**src/rtl/core/hash_partition_slot_allocator_macros.svh**
```systemverilog
// assertion macros for the hash partition slot allocator
`ifndef HASH_PARTITION_SLOT_ALLOCATOR_MACROS_SVH
`define HASH_PARTITION_SLOT_ALLOCATOR_MACROS_SVH

`ifndef SYNTH

`define HPSA_ASSERT(label, prop) \
    label: assert property (@(posedge i_clk) disable iff (!i_rst_n) prop) \
        else $error("hpsa assertion failed");

`define HPSA_ASSERT_NEXT(label, ante, cons) \
    `HPSA_ASSERT(label, (ante) |=> (cons))

`else

`define HPSA_ASSERT(label, prop)

`define HPSA_ASSERT_NEXT(label, ante, cons)

`endif

`endif

```
**src/rtl/core/hpsa_pkg.sv**
```systemverilog
// shared types and constants of the hash partition slot allocator
package hpsa_pkg;

    localparam int KEY_W  = 64;
    localparam int HALF_W = 32;
    localparam int CAP_W  = 24;
    localparam int HB_W   = 4;
    localparam int PART_W = 10;

    localparam logic [HALF_W-1:0] HASH_MULT     = 32'h5bd1e995;
    localparam logic [HB_W-1:0]   PART_BITS_RST = 4'd4;
    localparam logic [CAP_W-1:0]  CAPACITY_RST  = 24'd1572864;

    localparam int FIFO_DEPTH = 8;
    localparam int FIFO_PTR_W = 3;
    localparam int FIFO_CNT_W = 4;

    typedef enum logic {
        REG_PART_BITS = 1'b0,
        REG_CAPACITY  = 1'b1
    } t_reg_idx;

    typedef struct packed {
        logic [KEY_W-1:0] key;
        logic [KEY_W-1:0] payload;
    } t_tuple;

    typedef struct packed {
        logic [PART_W-1:0] partition;
        logic [CAP_W-1:0]  slot;
        t_tuple            tuple;
        logic              overflow;
    } t_result;

    typedef struct packed {
        logic clearing;
        logic stage_valid;
    } t_cnt_status;

endpackage

```
**src/rtl/core/hpsa_out_fifo.sv**
```systemverilog
// result queue that decouples the pipeline from output backpressure
module hpsa_out_fifo (
    input  logic                                i_clk,
    input  logic                                i_rst_n,
    input  logic                                i_push,
    input  hpsa_pkg::t_result                   i_data,
    input  logic                                i_pop,
    output logic                                o_valid,
    output hpsa_pkg::t_result                   o_data,
    output logic [hpsa_pkg::FIFO_CNT_W-1:0]     o_count
);

    hpsa_pkg::t_result                   r_mem [hpsa_pkg::FIFO_DEPTH];
    logic [hpsa_pkg::FIFO_PTR_W-1:0]     r_wr_ptr;
    logic [hpsa_pkg::FIFO_PTR_W-1:0]     r_rd_ptr;
    logic [hpsa_pkg::FIFO_CNT_W-1:0]     r_count;
    logic [hpsa_pkg::FIFO_CNT_W-1:0]     n_count;

    always_comb begin
        n_count = r_count;
        if (i_push && !i_pop) begin
            n_count = r_count + 1'b1;
        end else if (!i_push && i_pop) begin
            n_count = r_count - 1'b1;
        end
    end

    always_ff @(posedge i_clk) begin
        if (i_push) begin
            r_mem[r_wr_ptr] <= i_data;
        end
    end

    always_ff @(posedge i_clk) begin
        if (!i_rst_n) begin
            r_wr_ptr <= '0;
            r_rd_ptr <= '0;
            r_count  <= '0;
        end else begin
            if (i_push) begin
                r_wr_ptr <= r_wr_ptr + 1'b1;
            end
            if (i_pop) begin
                r_rd_ptr <= r_rd_ptr + 1'b1;
            end
            r_count <= n_count;
        end
    end

    assign o_valid = r_count != '0;
    assign o_data  = r_mem[r_rd_ptr];
    assign o_count = r_count;

endmodule

```
**config.mk**
```make
export PLATFORM = sky130hd
export DESIGN_NAME = hpsa_out_fifo
export DESIGN_NICKNAME = d
export VERILOG_FILES = /design/src/rtl/core/hash_partition_slot_allocator_macros.svh /design/src/rtl/core/hpsa_pkg.sv /design/src/rtl/core/hpsa_out_fifo.sv
export SDC_FILE = /design/constraint.sdc
export NUM_CORES = 1
export LEC_CHECK = 0
export BUFFER_PORTS_ARGS = -buffer_cell sky130_fd_sc_hd__clkbuf_2
export CAP_MARGIN = 20
export CORE_UTILIZATION = 60
export DETAILED_ROUTE_END_ITERATION = 12
export GPL_TIMING_DRIVEN = 0
export PLACE_DENSITY = 0.79
export REMOVE_ABC_BUFFERS = 1
export SLEW_MARGIN = 0
export SYNTH_ARGS = -nofsm -noshare
export SYNTH_HDL_FRONTEND = slang
export SYNTH_SLANG_ARGS = --single-unit
```
**constraint.sdc**
```tcl
create_clock -name i_clk -period 24.7 [get_ports i_clk]
set_input_delay 3.705 -clock i_clk [delete_from_list [all_inputs] [get_ports i_clk]]
set_output_delay 3.705 -clock i_clk [all_outputs]
set_load 0.02 [all_outputs]
```
-- After elaboration in Yosys (flattened, before gate mapping)
Memory sizes are Yosys's and may differ from the RTL's. A register that Yosys moved wholly into a read port is not among the register bits.
Index checks and enable logic that the tools add are counted.
- multiplexer cells: 6
- add/sub/neg operators: 4
- reductions and logical operators: 6
- operators by type and width (cell ; count):
    2-to-1 mux 4 bit ; 2
    adder 3 x 1 -> 3 bit (second input constant) ; 2
    2-to-1 mux 3 bit ; 2
    adder 4 x 1 -> 4 bit (second input constant) ; 1
    nonzero test 4 bit ; 1
    subtractor 4 x 1 -> 4 bit (second input constant) ; 1
    logical AND 1 bit ; 2
    logical NOT 1 bit ; 2
    2-to-1 mux 1 bit ; 2
    nonzero test 2 bit ; 1
- memories kept: 1
- input bits: 167
- flip-flop bits (word level): 10
- logic and storage cells: 20
- output and inout bits: 168
- bits in writable memories: 1304
- memories (name ; words ; bits a word ; read ports ; clocked after memory_dff ; wr ports ; RTL line ; source):
    r_mem ; 8 ; 163 ; 1 ; 1 ; 1 ; hpsa_out_fifo.sv:13 ; hpsa_pkg::t_result r_mem [hpsa_pkg::FIFO_DEPTH];

-- Longest topological paths before layout
- depth after elaboration: 4
- depth in mapped cells: 8
- depth with buffers taken out: 8

-- Least setup slack after synthesis
Ideal clock, no wire load.
- path type: input port to flip-flop
- start: input i_push
- end: memory r_mem[0][0] (netlist bit) (enable)
- path buffers: 0
- stages: 2
- arrival time: 14.785 ns
- library setup time: 0.886 ns
- path slack: 9.030 ns
- data required time: 23.814 ns
- cell sequence: nand2b_1 -> nor3_1
- longest elaborated chain between the ends: 2
- ends and longest elaborated chain (element ; RTL line ; source):
    start: declaration ; hpsa_out_fifo.sv:5 ; input logic i_push,
    2-to-1 mux 1 bit ; hpsa_out_fifo.sv:29 ; if (i_push) begin
    2-to-1 mux 1 bit (implied by the code) ; hpsa_out_fifo.sv:30 ; r_mem[r_wr_ptr] <= i_data;
    end: declaration ; hpsa_out_fifo.sv:13 ;
No other way between the ends.

==> results.md <==
* Vias at 22,282
* Crit. End Element: output port
* Critical Path Source Type: flop
* Die Area at 83,600 um2
* CP endpoint: o_data[151]
* Drc violations at 0
* CTS tree: done
* Post-DP Area at 54,000 um2
* CTS H-Tree Depth at 3
* Clock skew at ~25 ps
* Worst slew margin at 31.2%
* CP Cell Sequence: buf_16 -> buf_16 -> buf_16 -> buf_12 -> mux4_2 -> mux2_2 -> clkbuf_2
* DP HPWL at roughly 60,000 um
* GRT Overall Usage at about a quarter
* Worst r2r path cells at 8
* Peak fanout along the critical path at 41
* Max-Cap Viols at 0
* 1st-iter DRT viols at between 1,500 and 2,000
* Clock Tree Root: clkbuf_16
* Synth unique cells at 26
* Die height at 289 um
* Worst path max stage delay at 580 ps
* Hold WC Path Type: reg2reg
* Wire per inst at 27.9 um
* Final Instance Count excl. Fillers at about 3,600
* IO Pins at 335
* Num rows at 104
* Aggregate global routing overflow at 0
* Crit-path most repeated cell: buf_16
* Placed cells at 3,362
* Internal at approximately 3800 uW
* Tcrit/Tclk final at 29.7%
* Mapped Area at just under 50,000 um2
* Clock share of power at 38.5%
* Gpl congestion at between 0.7 and 0.8
* Setup violations, final at 0
* Synth Instances at 1,951
* Initial Util at roughly three fifths
* Layout cells sized above 1 at 44.3%
* Crit path kind: reg2out
* Most common cell after layout, fill and taps aside: edfxtp_1
* First-pass DRT Iterations at 5
* Critical R2R Launch: r_wr_ptr[2]
* Synth-to-Final Area Change at 17.3%
* Final Cell Area at 58,000 um2
* Worst skew pair latency at roughly 700 ps
* Unrepaired setup endpoints after global routing: false
* Cells resized by post-CTS repair at 0
* Pwr per Cell Area at 83.9 nW/um2
* DRT antenna net count at 0
* Register area share after synthesis at 79.7%
* Most frequent cells in the layout: 1,304 x edfxtp_1, 334 x clkbuf_2, 326 x mux4_2, 163 x mux2_2, 121 x clkbuf_16
* Clock slew at reported path FFs at 60 ps
* CTS buffer count at 121
* Num Clock Sinks at 1,317
* First-pass GRT wire length at 148,000 um
* Worst R2R Setup Slack at 21,640 ps
* Clock Path Buffers at 3
* Final core occ at approximately 70%
* Worst-path cell with the longest stage delay: dfxtp_4
* Pins Over Slew Limit at 0
* Seq pwr share at 52.1%
* Combinational fraction of design power at 9.4%
* Status: finished clean
* Ys Warns at 0
* Postcts setup bufs at 0
* Critical path required time at approximately 21,000 ps
* Via density at 6.19
* Core area at 81,100 um2
* Reg2reg end: r_mem[4][157]
* Worst Tran Pin Value at between 1000 and 1500 ps
* Avg Inst Size Synth at 25.4 um2
* Die Wd at 289 um
* Fin. Hold Viols at 0
* I/O Buffers at 334
* Initial antenna violation count at 13
* Fillers at ~4,400
* Max Fclk at 0.136 GHz
* Worst Hold Depth at 2
* Fin crit period at 7350 ps
* Post-Route WL at between 100,000 and 150,000 um
* Hold-fix buffers, CTS at 0
* Net Switching at about 1100 uW
* CP Data Arrival Time at about 3600 ps
* Worst IR Drop VDD at 0.0873 mV
* Leakage Power at 0.0187 uW
* Largest net degree at the start of global routing at 64
* Vias in the first global route at 23,790
* Sw frac at 21.8%
* FF+latch count, synth at 1,317
* Final net count at 2,598
[layout make-up]
cell class | instances | area [um2] | area share (%)
Antenna cell | 9 | 22.5 | 0.0388
Clock buffer | 148 | 3150 | 5.43
Clock inverter | 80 | 878 | 1.51
Inverter | 2 | 7.51 | 0.0129
Multi-Input combinational cell | 540 | 9590 | 16.5
Sequential cell | 1317 | 39400 | 67.9
Tap cell | 1060 | 1330 | 2.29
Timing Repair Buffer | 443 | 3620 | 6.25
[cell usage after synthesis]
cell type	instances	share of area [%]
a211oi_1	1	0.015
edfxtp_1	1304	79
fa_1	1	0.040
buf_1	5	0.038
mux4_2	326	15
a31oi_1	1	0.013
nor3_1	2	0.020
xor2_1	2	0.035
a21oi_1	1	0.010
nor2_1	7	0.053
mux2i_1	4	0.081
xnor2_1	4	0.071
or4_1	1	0.015
o21ai_0	1	0.010
nand3_1	1	0.010
nand2b_1	4	0.051
nor2b_1	3	0.038
ha_1	5	0.13
and2_1	7	0.088
mux2_2	163	3.7
buf_6	17	0.39
dfxtp_1	13	0.53
nand2_1	6	0.046
inv_1	2	0.015
clkbuf_1	27	0.20
buf_2	43	0.43
[logic make-up (layout without fill, tap and decap cells)]
group / count (synthesis) / after routing / synth area share, %
XOR/XNOR: 6 / 6 / 0.106
multiplexers: 493 / 493 / 18.6
flip-flops: 1317 / 1317 / 79.7
adder cells (fa/ha/maj): 6 / 6 / 0.167
other: 0 / 9 / 0
buffers and inverters: 94 / 673 / 1.08
AO/OA/AOI/OAI: 4 / 4 / 0.0480
AND/OR/NAND/NOR: 31 / 31 / 0.321
[worst min-delay path by stage]
stage / startpoint / slack (ps) / to
6_report: o_count[3] / 500 / o_count[3]
5_1_grt: o_count[3] / 520 / o_count[3]
4_1_cts: o_count[3] / 500 / o_count[3]
3_5_place_dp: o_count[3] / 490 / o_count[3]
3_3_place_gp: o_count[3] / 480 / o_count[3]
2_1_floorplan: r_rd_ptr[1] / 510 / flop
[worst max-delay path, delay by kind of cell, from the launching register on]
kind                   cells  cell delay [ps]
muxes                      2              850
buffers and inverters      5             1380
DFF                        1              580
[sequential cells by signal, summed over array words and instances, names as in the netlist, named ones only]
| name | cells |
|---|---|
| r_mem | 1304 |
| o_count | 4 |
| r_rd_ptr | 3 |
| r_wr_ptr | 3 |
[metal layers]
layer / routed length (um) / track usage, % / vias to the layer above
met3: 7080 / 4.83 / 182
met5: 100 / 0 / -
met1: 38300 / 32.0 / 11829
met4: 2590 / 8.46 / 14
met2: 52300 / 40.7 / 865
li1: - / - / 9392
[stage by stage]
step	setup slack [ps]	power, uW	TNS, ps	hold WS, ps
final	17350	4870	0	504
after global routing	17080	5010	0	519
after CTS	17200	4910	0	501
after detailed placement	17970	3040	0	488
after global placement	-3280	3200	-1046670	480
after floorplan	6610	2980	0	512
[power groups by stage]
stage / logic [uW] / registers, uW / clock network, uW
after floorplan: 351 / 2630 / 0
after global placement: 534 / 2670 / 0
after detailed placement: 462 / 2580 / 0
after CTS: 467 / 2540 / 1910
after global routing: 489 / 2540 / 1990
final: 460 / 2540 / 1880
No activity file was read; power rests on OpenSTA's default activity.
