[config.mk]
export PLATFORM = sky130hd
export DESIGN_NAME = hpsa_hash
export DESIGN_NICKNAME = d
export VERILOG_FILES = /design/src/rtl/core/hash_partition_slot_allocator_macros.svh /design/src/rtl/core/hpsa_pkg.sv /design/src/rtl/core/hpsa_hash.sv
export SDC_FILE = /design/constraint.sdc
export NUM_CORES = 2
export LEC_CHECK = 0
export BUFFER_PORTS_ARGS = -buffer_cell sky130_fd_sc_hd__buf_2
export CAP_MARGIN = 0
export CORE_UTILIZATION = 55
export CTS_CLUSTER_DIAMETER = 120
export DETAILED_ROUTE_END_ITERATION = 8
export GPL_TIMING_DRIVEN = 0
export PLACE_DENSITY = 0.72
export REMOVE_ABC_BUFFERS = 1
export SETUP_SLACK_MARGIN = 0.15
export SYNTH_ARGS = -nofsm -noshare
export SYNTH_HDL_FRONTEND = slang
export SYNTH_SLANG_ARGS = --single-unit
[constraint.sdc]
create_clock -name i_clk -period 8.2 [get_ports i_clk]
set_clock_uncertainty 0.05 [all_clocks]
set_input_delay 0.41 -clock i_clk [delete_from_list [all_inputs] [get_ports i_clk]]
set_output_delay 0.41 -clock i_clk [all_outputs]
set_load 0.1 [all_outputs]
[src/rtl/core/hash_partition_slot_allocator_macros.svh]
// assertion macros for the hash partition slot allocator
`ifndef HASH_PARTITION_SLOT_ALLOCATOR_MACROS_SVH
`define HASH_PARTITION_SLOT_ALLOCATOR_MACROS_SVH

`ifndef SYNTH

`define HPSA_ASSERT(label, prop) \
    label: assert property (@(posedge i_clk) disable iff (!i_rst_n) prop) \
        else $error("hpsa assertion failed");

`define HPSA_ASSERT_NEXT(label, ante, cons) \
    `HPSA_ASSERT(label, (ante) |=> (cons))

`else

`define HPSA_ASSERT(label, prop)

`define HPSA_ASSERT_NEXT(label, ante, cons)

`endif

`endif

[src/rtl/core/hpsa_pkg.sv]
// shared types and constants of the hash partition slot allocator
package hpsa_pkg;

    localparam int KEY_W  = 64;
    localparam int HALF_W = 32;
    localparam int CAP_W  = 24;
    localparam int HB_W   = 4;
    localparam int PART_W = 10;

    localparam logic [HALF_W-1:0] HASH_MULT     = 32'h5bd1e995;
    localparam logic [HB_W-1:0]   PART_BITS_RST = 4'd4;
    localparam logic [CAP_W-1:0]  CAPACITY_RST  = 24'd1572864;

    localparam int FIFO_DEPTH = 8;
    localparam int FIFO_PTR_W = 3;
    localparam int FIFO_CNT_W = 4;

    typedef enum logic {
        REG_PART_BITS = 1'b0,
        REG_CAPACITY  = 1'b1
    } t_reg_idx;

    typedef struct packed {
        logic [KEY_W-1:0] key;
        logic [KEY_W-1:0] payload;
    } t_tuple;

    typedef struct packed {
        logic [PART_W-1:0] partition;
        logic [CAP_W-1:0]  slot;
        t_tuple            tuple;
        logic              overflow;
    } t_result;

    typedef struct packed {
        logic clearing;
        logic stage_valid;
    } t_cnt_status;

endpackage

[src/rtl/core/hpsa_hash.sv]
// two-stage multiplicative hash: split 64x32 multiply, then top-bit partition select
module hpsa_hash #(
    parameter int MAX_PARTITION_BITS = 10,
    parameter int EB_W = $clog2(MAX_PARTITION_BITS + 1)
) (
    input  logic                          i_clk,
    input  logic                          i_rst_n,
    input  logic                          i_valid,
    input  hpsa_pkg::t_tuple              i_tuple,
    input  logic [EB_W-1:0]               i_eff_bits,
    output logic                          o_valid,
    output logic [MAX_PARTITION_BITS-1:0] o_idx,
    output hpsa_pkg::t_tuple              o_tuple,
    output logic [1:0]                    o_inflight
);

    logic                            r_va;
    logic [2*hpsa_pkg::HALF_W-1:0]   r_prod_lo;
    logic [hpsa_pkg::HALF_W-1:0]     r_prod_hi;
    hpsa_pkg::t_tuple                r_tuple_a;

    logic                            r_vb;
    logic [MAX_PARTITION_BITS-1:0]   r_idx;
    hpsa_pkg::t_tuple                r_tuple_b;

    logic [2*hpsa_pkg::HALF_W-1:0]   n_prod_lo;
    logic [hpsa_pkg::HALF_W-1:0]     n_prod_hi;
    logic [hpsa_pkg::HALF_W-1:0]     htop;
    logic [5:0]                      shamt;
    logic [hpsa_pkg::HALF_W-1:0]     shifted;

    // only the low 32 bits of the upper product reach bits 63:32 of the hash
    assign n_prod_lo = {{hpsa_pkg::HALF_W{1'b0}}, i_tuple.key[hpsa_pkg::HALF_W-1:0]}
                     * {{hpsa_pkg::HALF_W{1'b0}}, hpsa_pkg::HASH_MULT};
    assign n_prod_hi = i_tuple.key[hpsa_pkg::KEY_W-1:hpsa_pkg::HALF_W] * hpsa_pkg::HASH_MULT;

    assign htop    = r_prod_lo[2*hpsa_pkg::HALF_W-1:hpsa_pkg::HALF_W] + r_prod_hi;
    assign shamt   = 6'd32 - 6'(i_eff_bits);
    assign shifted = htop >> shamt;

    always_ff @(posedge i_clk) begin
        if (!i_rst_n) begin
            r_va <= 1'b0;
            r_vb <= 1'b0;
        end else begin
            r_va <= i_valid;
            r_vb <= r_va;
        end
    end

    always_ff @(posedge i_clk) begin
        r_prod_lo <= n_prod_lo;
        r_prod_hi <= n_prod_hi;
        r_tuple_a <= i_tuple;
        r_idx     <= shifted[MAX_PARTITION_BITS-1:0];
        r_tuple_b <= r_tuple_a;
    end

    assign o_valid    = r_vb;
    assign o_idx      = r_idx;
    assign o_tuple    = r_tuple_b;
    assign o_inflight = {r_va & r_vb, r_va ^ r_vb};

endmodule

; ---- After elaboration in Yosys (flattened, before gate mapping)
; Cells that the tools add are included.
[op_classes]
addsub = 2
mul = 2
n_shift = 1
bitwise = 2
[op_table]
columns = operator, count
row1 = "multiplier 32 x 31 -> 63 bit, second input constant", 1
row2 = adder 31 x 32 -> 32 bit, 1
row3 = "multiplier 32 x 31 -> 32 bit, second input constant", 1
row4 = >> shifter 32 x 6 -> 10 bit, 1
row5 = "subtractor 6 x 4 -> 6 bit, first input constant", 1
row6 = AND 1 bit, 1
row7 = bitwise XOR 1 bit, 1
[word_totals]
ff_bits = 363
in_bits = 135
out_inout_bits = 141
word_cells = 16

; ---- Logic depth before layout (Yosys ltp)
[depth]
word_depth = 2
depth_mapped = 27
mapped_depth_nobuf = 27

; ---- Least setup slack after synthesis
; No wires, ideal clock.
[synth_path]
kind = input port to flip-flop
start = input i_tuple[72] (netlist name)
end = register r_prod_lo[62] (netlist name)
setup_time_ns = 0.062
t_arrival_ns = 6.726
t_required_ns = 8.088
slack_ns = 1.362
stages = 23
n_path_buf = 0
path_cell_list = fa_1 -> inv_1 -> fa_1 -> inv_1 -> fa_1 -> fa_1 -> fa_1 -> fa_1 -> fa_1 -> inv_1 -> fa_1 -> inv_1 -> ha_1 -> a21oi_1 -> o211ai_1 -> a311oi_1 -> o31ai_1 -> a21oi_1 -> a211oi_1 -> nor2_1 -> o31ai_1 -> a2111o_1 -> nand3_1
[synth_via]
elab_chain_len = 1
[synth_lines]
columns = item, line_no
row1 = "start, declared", hpsa_hash.sv:9  ; input hpsa_pkg::t_tuple i_tuple,
row2 = multiplier 32 x 31 -> 63 bit, hpsa_hash.sv:34  ; * {{hpsa_pkg::HALF_W{1'b0}}, hpsa_pkg::HASH_MULT};
row3 = net n_prod_lo (one bit), hpsa_hash.sv:26  ; logic [2*hpsa_pkg::HALF_W-1:0] n_prod_lo;
row4 = "end signal, assigned", hpsa_hash.sv:52  ; r_prod_lo <= n_prod_lo;
row5 = "end, declared", hpsa_hash.sv:18  ; logic [2*hpsa_pkg::HALF_W-1:0] r_prod_lo;
; The timed path passes the listed nets, and every way through them passes these cells.
; A chain may end at the register's enable or synchronous reset.

; ---- Worst setup path after layout
[layout_path]
start = input i_tuple[70] (netlist name)
end = register r_prod_lo[62] (netlist name)
; Same word-level chain as after synthesis.

==> metrics list <==
- The flow ran to the end, and the final reports show no timing, DRC or antenna violations.
- RSZ-0062 raised after global routing: false
- Traced cell by cell, the critical path runs through buf_2, fa_1, inv_1, fa_1, inv_1, fa_1, fa_1, fa_1, fa_1, fa_1, inv_1, fa_1, inv_1, ha_1, a21oi_1, o211ai_1, a311oi_1, o31ai_2, a21oi_4, a211oi_1, nor2_1, o31ai_4, a2111o_1, nand3_1.
- The count of buffers added on input and output ports is 275.
- First-iteration detailed-routing DRC count: 1133
* Row Count: 93
* Mean instance size in the synthesized netlist: 10.60 um^2
* Antenna violations before repair: 2
- After global routing the overflow that remains totals 0.
- Along the worst path, the maximum fanout reaches 12.
- Routed len/inst: 18.45 um
* Antenna Nets Post-Route: 0
- Largest stage delay on the critical path: 720 ps
- Final slew viol count: 0
- The first detailed-routing pass ran for 5 iterations.
* Number of flops mapped to enable cells by yosys: 0
* Height of the chip: 257.4 um
* Count of nets after finishing: 5132
- Gate count after technology mapping: 3385
- The initial utilization of the core area, before any placement, comes to 0.5565.
- Layout Area Growth over Synthesis: 12.04%
* Pin count of the biggest net entering global routing: 40
- Startpoint of the worst hold path: i_tuple[120]
- In this run the post-CTS setup repair buffer count came out at 0.
* Maximum count of clock buffers along a single path: 3
- Cell variety after synth: 89
- Ratio of routed vias to standard cells: 5.200
- Data on the critical path is required at its endpoint by 8580 ps.
- Vias: 24030
- The synthesized netlist occupies a cell area of 35870 um^2.
* Worst slew pin tran: 1143 ps
- After floorplanning, the core was sized to cover 64460 um^2.
* Upper clock frequency limit: 126.5 MHz
- Along the worst hold path, the cell count comes to 1.
* Number of warnings issued by yosys: 0
- The critical path contains buffers and inverters numbering 5 combined.
- The path class of the tightest hold or removal check is primary input to register.
- From left edge to right edge, the die measures 257.4 um.
* Reg area: 6586 um^2
- In the synthesized netlist the dominant register cell turns out to be sky130_fd_sc_hd__dfxtp_1.
* Via count of the first global-routing pass: 26170
* Setup slack after layout: 297.0 ps
- Area of the multi-input gates: 25560 um^2
- Relative slew slack: 0.2285
* Final routed DRC violation total: 0
- Beginning of the worst register-to-register path: r_tuple_a[96]$_DFF_P_
- The worst path in the final design needs a cycle of 7903 ps, including I/O delays and setup.
- CP startpoint kind: primary input
* HPWL after detailed placement: 71270 um
* TritonCTS clock tree: done
- In this design, the largest share of critical-path delay is due to adder cells.
- Summed over all layers, the routed wires come to 85260 um.
- Sequential area share after synthesis: 0.1836
- The setup path with the least slack is of type primary input to register.
- Clock latency on the worst-skew pair: 570 ps
- For this run, global-route usage on met2 was measured as 0.4850.
- Max-cap violations in this run came to 0.
- Final GP Congestion: 0.9505
- Worst r2r dst: o_idx[5]$_SDFF_PP0_
- R2R cell count: 13
* Fin crit share: 0.9638
* Cell at the slowest stage of the critical path: sky130_fd_sc_hd__fa_1
- H-tree levels: 2
* Global-route track usage on met1: 0.3323
- Cell count along the critical path: 24
* Setup slack of the most critical reg-to-reg path: 4020 ps
- The path with the worst hold slack has its endpoint at r_tuple_a[120]$_DFF_P_.
- Final-layout fill cell count: 5281
- Global-route wire length before repair: 138900 um
- Floorplan die area: 66250 um^2
- Buffers inserted during clock tree synthesis total 36.
* Clock slew at the register clock pins of the worst setup and hold paths: 60 ps
* Met3 routing resource usage after global routing: 0.03753
* Final count of negative-setup-slack endpoints: 0
- Count of state elements after synthesis: 329
- Gr busiest metal: met2
- Fraction of synthesis flops using an asynchronous set or reset pin: 0
- The count of endpoints failing hold in the final timing report was 0.
- Share of post-route cells with drive strength above 1: 0.09878
- Clock Root Buffer: sky130_fd_sc_hd__clkbuf_16
- Across every metal layer, demand over resource in global routing totals 0.2722.
* Endpoint type of the worst setup path: register
* CP dominant cell by count: sky130_fd_sc_hd__fa_1
- The tree built by TritonCTS fans out to 329 sinks.
* Count of pins on the block boundary: 276
* Crit path DAT: 8290 ps
- Prior to clock tree synthesis, the placed netlist has a worst setup slack of -940.5 ps.
what timing repair did:
action | 4_1_cts | 5_1_grt
hold buffers | 74 | 0
resized for setup | 5 | 3
endpoints found under the hold margin | 73 | 0
setup endpoints to repair | 7 | 3
worst reg2reg max path, cell delays in order (launching register included):
cell                       delay [ps]
sky130_fd_sc_hd__dfxtp_1          430
sky130_fd_sc_hd__ha_1             230
sky130_fd_sc_hd__inv_1             60
sky130_fd_sc_hd__fa_1             370
sky130_fd_sc_hd__nand2b_1         200
sky130_fd_sc_hd__a211o_1          330
sky130_fd_sc_hd__a21o_1           240
sky130_fd_sc_hd__o31ai_4          480
sky130_fd_sc_hd__o2111a_1         330
sky130_fd_sc_hd__or4_1            130
sky130_fd_sc_hd__a21oi_1           70
sky130_fd_sc_hd__o41ai_1          800
sky130_fd_sc_hd__a211oi_1         190
sky130_fd_sc_hd__a31oi_1          180
worst max-delay path by stage:
| stage | from | endpoint |
|---|---|---|
| global route | i_tuple[70] | r_prod_lo[62]$_DFF_P_ |
| CTS | i_tuple[70] | r_prod_lo[62]$_DFF_P_ |
| floorplan | i_tuple[72] | r_prod_lo[62]$_DFF_P_ |
| finish | i_tuple[70] | r_prod_lo[62]$_DFF_P_ |
| global placement | i_tuple[76] | r_prod_lo[62]$_DFF_P_ |
| detailed placement | i_tuple[76] | r_prod_lo[62]$_DFF_P_ |
cell families after synthesis:
logic type / count (synthesis) / share of synthesized area
adder cells (fa/ha/maj): 1256 / 0.5653
buffers and inverters: 1000 / 0.1051
AO/OA/AOI/OAI: 370 / 0.07171
flip-flops: 329 / 0.1836
AND/OR/NAND/NOR: 305 / 0.04196
XOR/XNOR: 107 / 0.02612
multiplexers: 18 / 0.006243
routing by layer:
layer | share of wire | vias to the layer above
met5 | 0 | -
met4 | 0.042 | 0
met3 | 0.047 | 165
met2 | 0.51 | 603
met1 | 0.40 | 11930
li1 | - | 11340
metrics by stage:
| stage | util | TNS (ps) | cell area [um^2] | cells | hold WS (ps) |
|---|---|---|---|---|---|
| 6_report | 0.6235 | 0 | 40190 | 4622 | 40.92 |
| 5_1_grt | 0.6235 | 0 | 40190 | 4621 | 16.22 |
| 4_1_cts | 0.6232 | 0 | 40170 | 4621 | 12.57 |
| 3_5_place_dp | 0.5924 | -7015 | 38190 | 4484 | 262.1 |
| 3_3_place_gp | 0.5924 | -6386 | 38190 | 4484 | 259.6 |
| 2_1_floorplan | - | 0 | 35740 | 3354 | 259.6 |
synth_stat cells (all sizes together), types with 26 or more instances:
cell type	n	share of area
nor2	76	0.0080
a21o	30	0.0063
xnor2	80	0.020
o21ai	55	0.0079
nand3	26	0.0036
inv	967	0.10
ha	648	0.23
xor2	27	0.0066
nand2	79	0.0085
dfxtp	329	0.18
nor3	29	0.0040
fa	608	0.34
a21oi	108	0.015
state kept, by name, summed over array words and instances (netlist names):
signal,flops
r_prod_lo,31
r_tuple_a,128
r_prod_hi,30
o_tuple,128
o_idx,10
r_va,1
o_valid,1
cell type report:
cell class | count | share of cell area
Tap cell | 855 | 0.02661
Clock buffer | 45 | 0.02425
Inverter | 969 | 0.09049
Multi-Input combinational cell | 2056 | 0.6359
Clock inverter | 18 | 0.006163
Sequential cell | 329 | 0.1639
Timing Repair Buffer | 349 | 0.05267
Antenna cell | 1 | 0.00006226
layout by cell type (no fill, tap or decap), types with 7 or more instances in the layout:
cell,count
sky130_fd_sc_hd__o21bai_1,11
sky130_fd_sc_hd__mux2i_1,10
sky130_fd_sc_hd__nand2_1,78
sky130_fd_sc_hd__a31oi_1,14
sky130_fd_sc_hd__a211oi_1,21
sky130_fd_sc_hd__buf_2,275
sky130_fd_sc_hd__o21a_1,20
sky130_fd_sc_hd__clkbuf_16,36
sky130_fd_sc_hd__nand3_1,26
sky130_fd_sc_hd__o21ai_0,51
sky130_fd_sc_hd__dfxtp_1,329
sky130_fd_sc_hd__nor3_1,29
sky130_fd_sc_hd__ha_1,648
sky130_fd_sc_hd__a21o_1,30
sky130_fd_sc_hd__inv_1,967
sky130_fd_sc_hd__xor2_1,27
sky130_fd_sc_hd__nand4_1,16
sky130_fd_sc_hd__or3_1,8
sky130_fd_sc_hd__o211ai_1,11
sky130_fd_sc_hd__and2_1,7
sky130_fd_sc_hd__xnor2_1,80
sky130_fd_sc_hd__nand2b_1,20
sky130_fd_sc_hd__and3_1,8
sky130_fd_sc_hd__fa_1,608
sky130_fd_sc_hd__nor2_1,76
sky130_fd_sc_hd__nor2b_1,8
sky130_fd_sc_hd__a221oi_1,7
sky130_fd_sc_hd__a211o_1,7
sky130_fd_sc_hd__a21oi_1,105
sky130_fd_sc_hd__dlygate4sd3_1,74
Power is not shown: default switching activity piles up to over one toggle a cycle in this logic, so the estimate is an artifact.
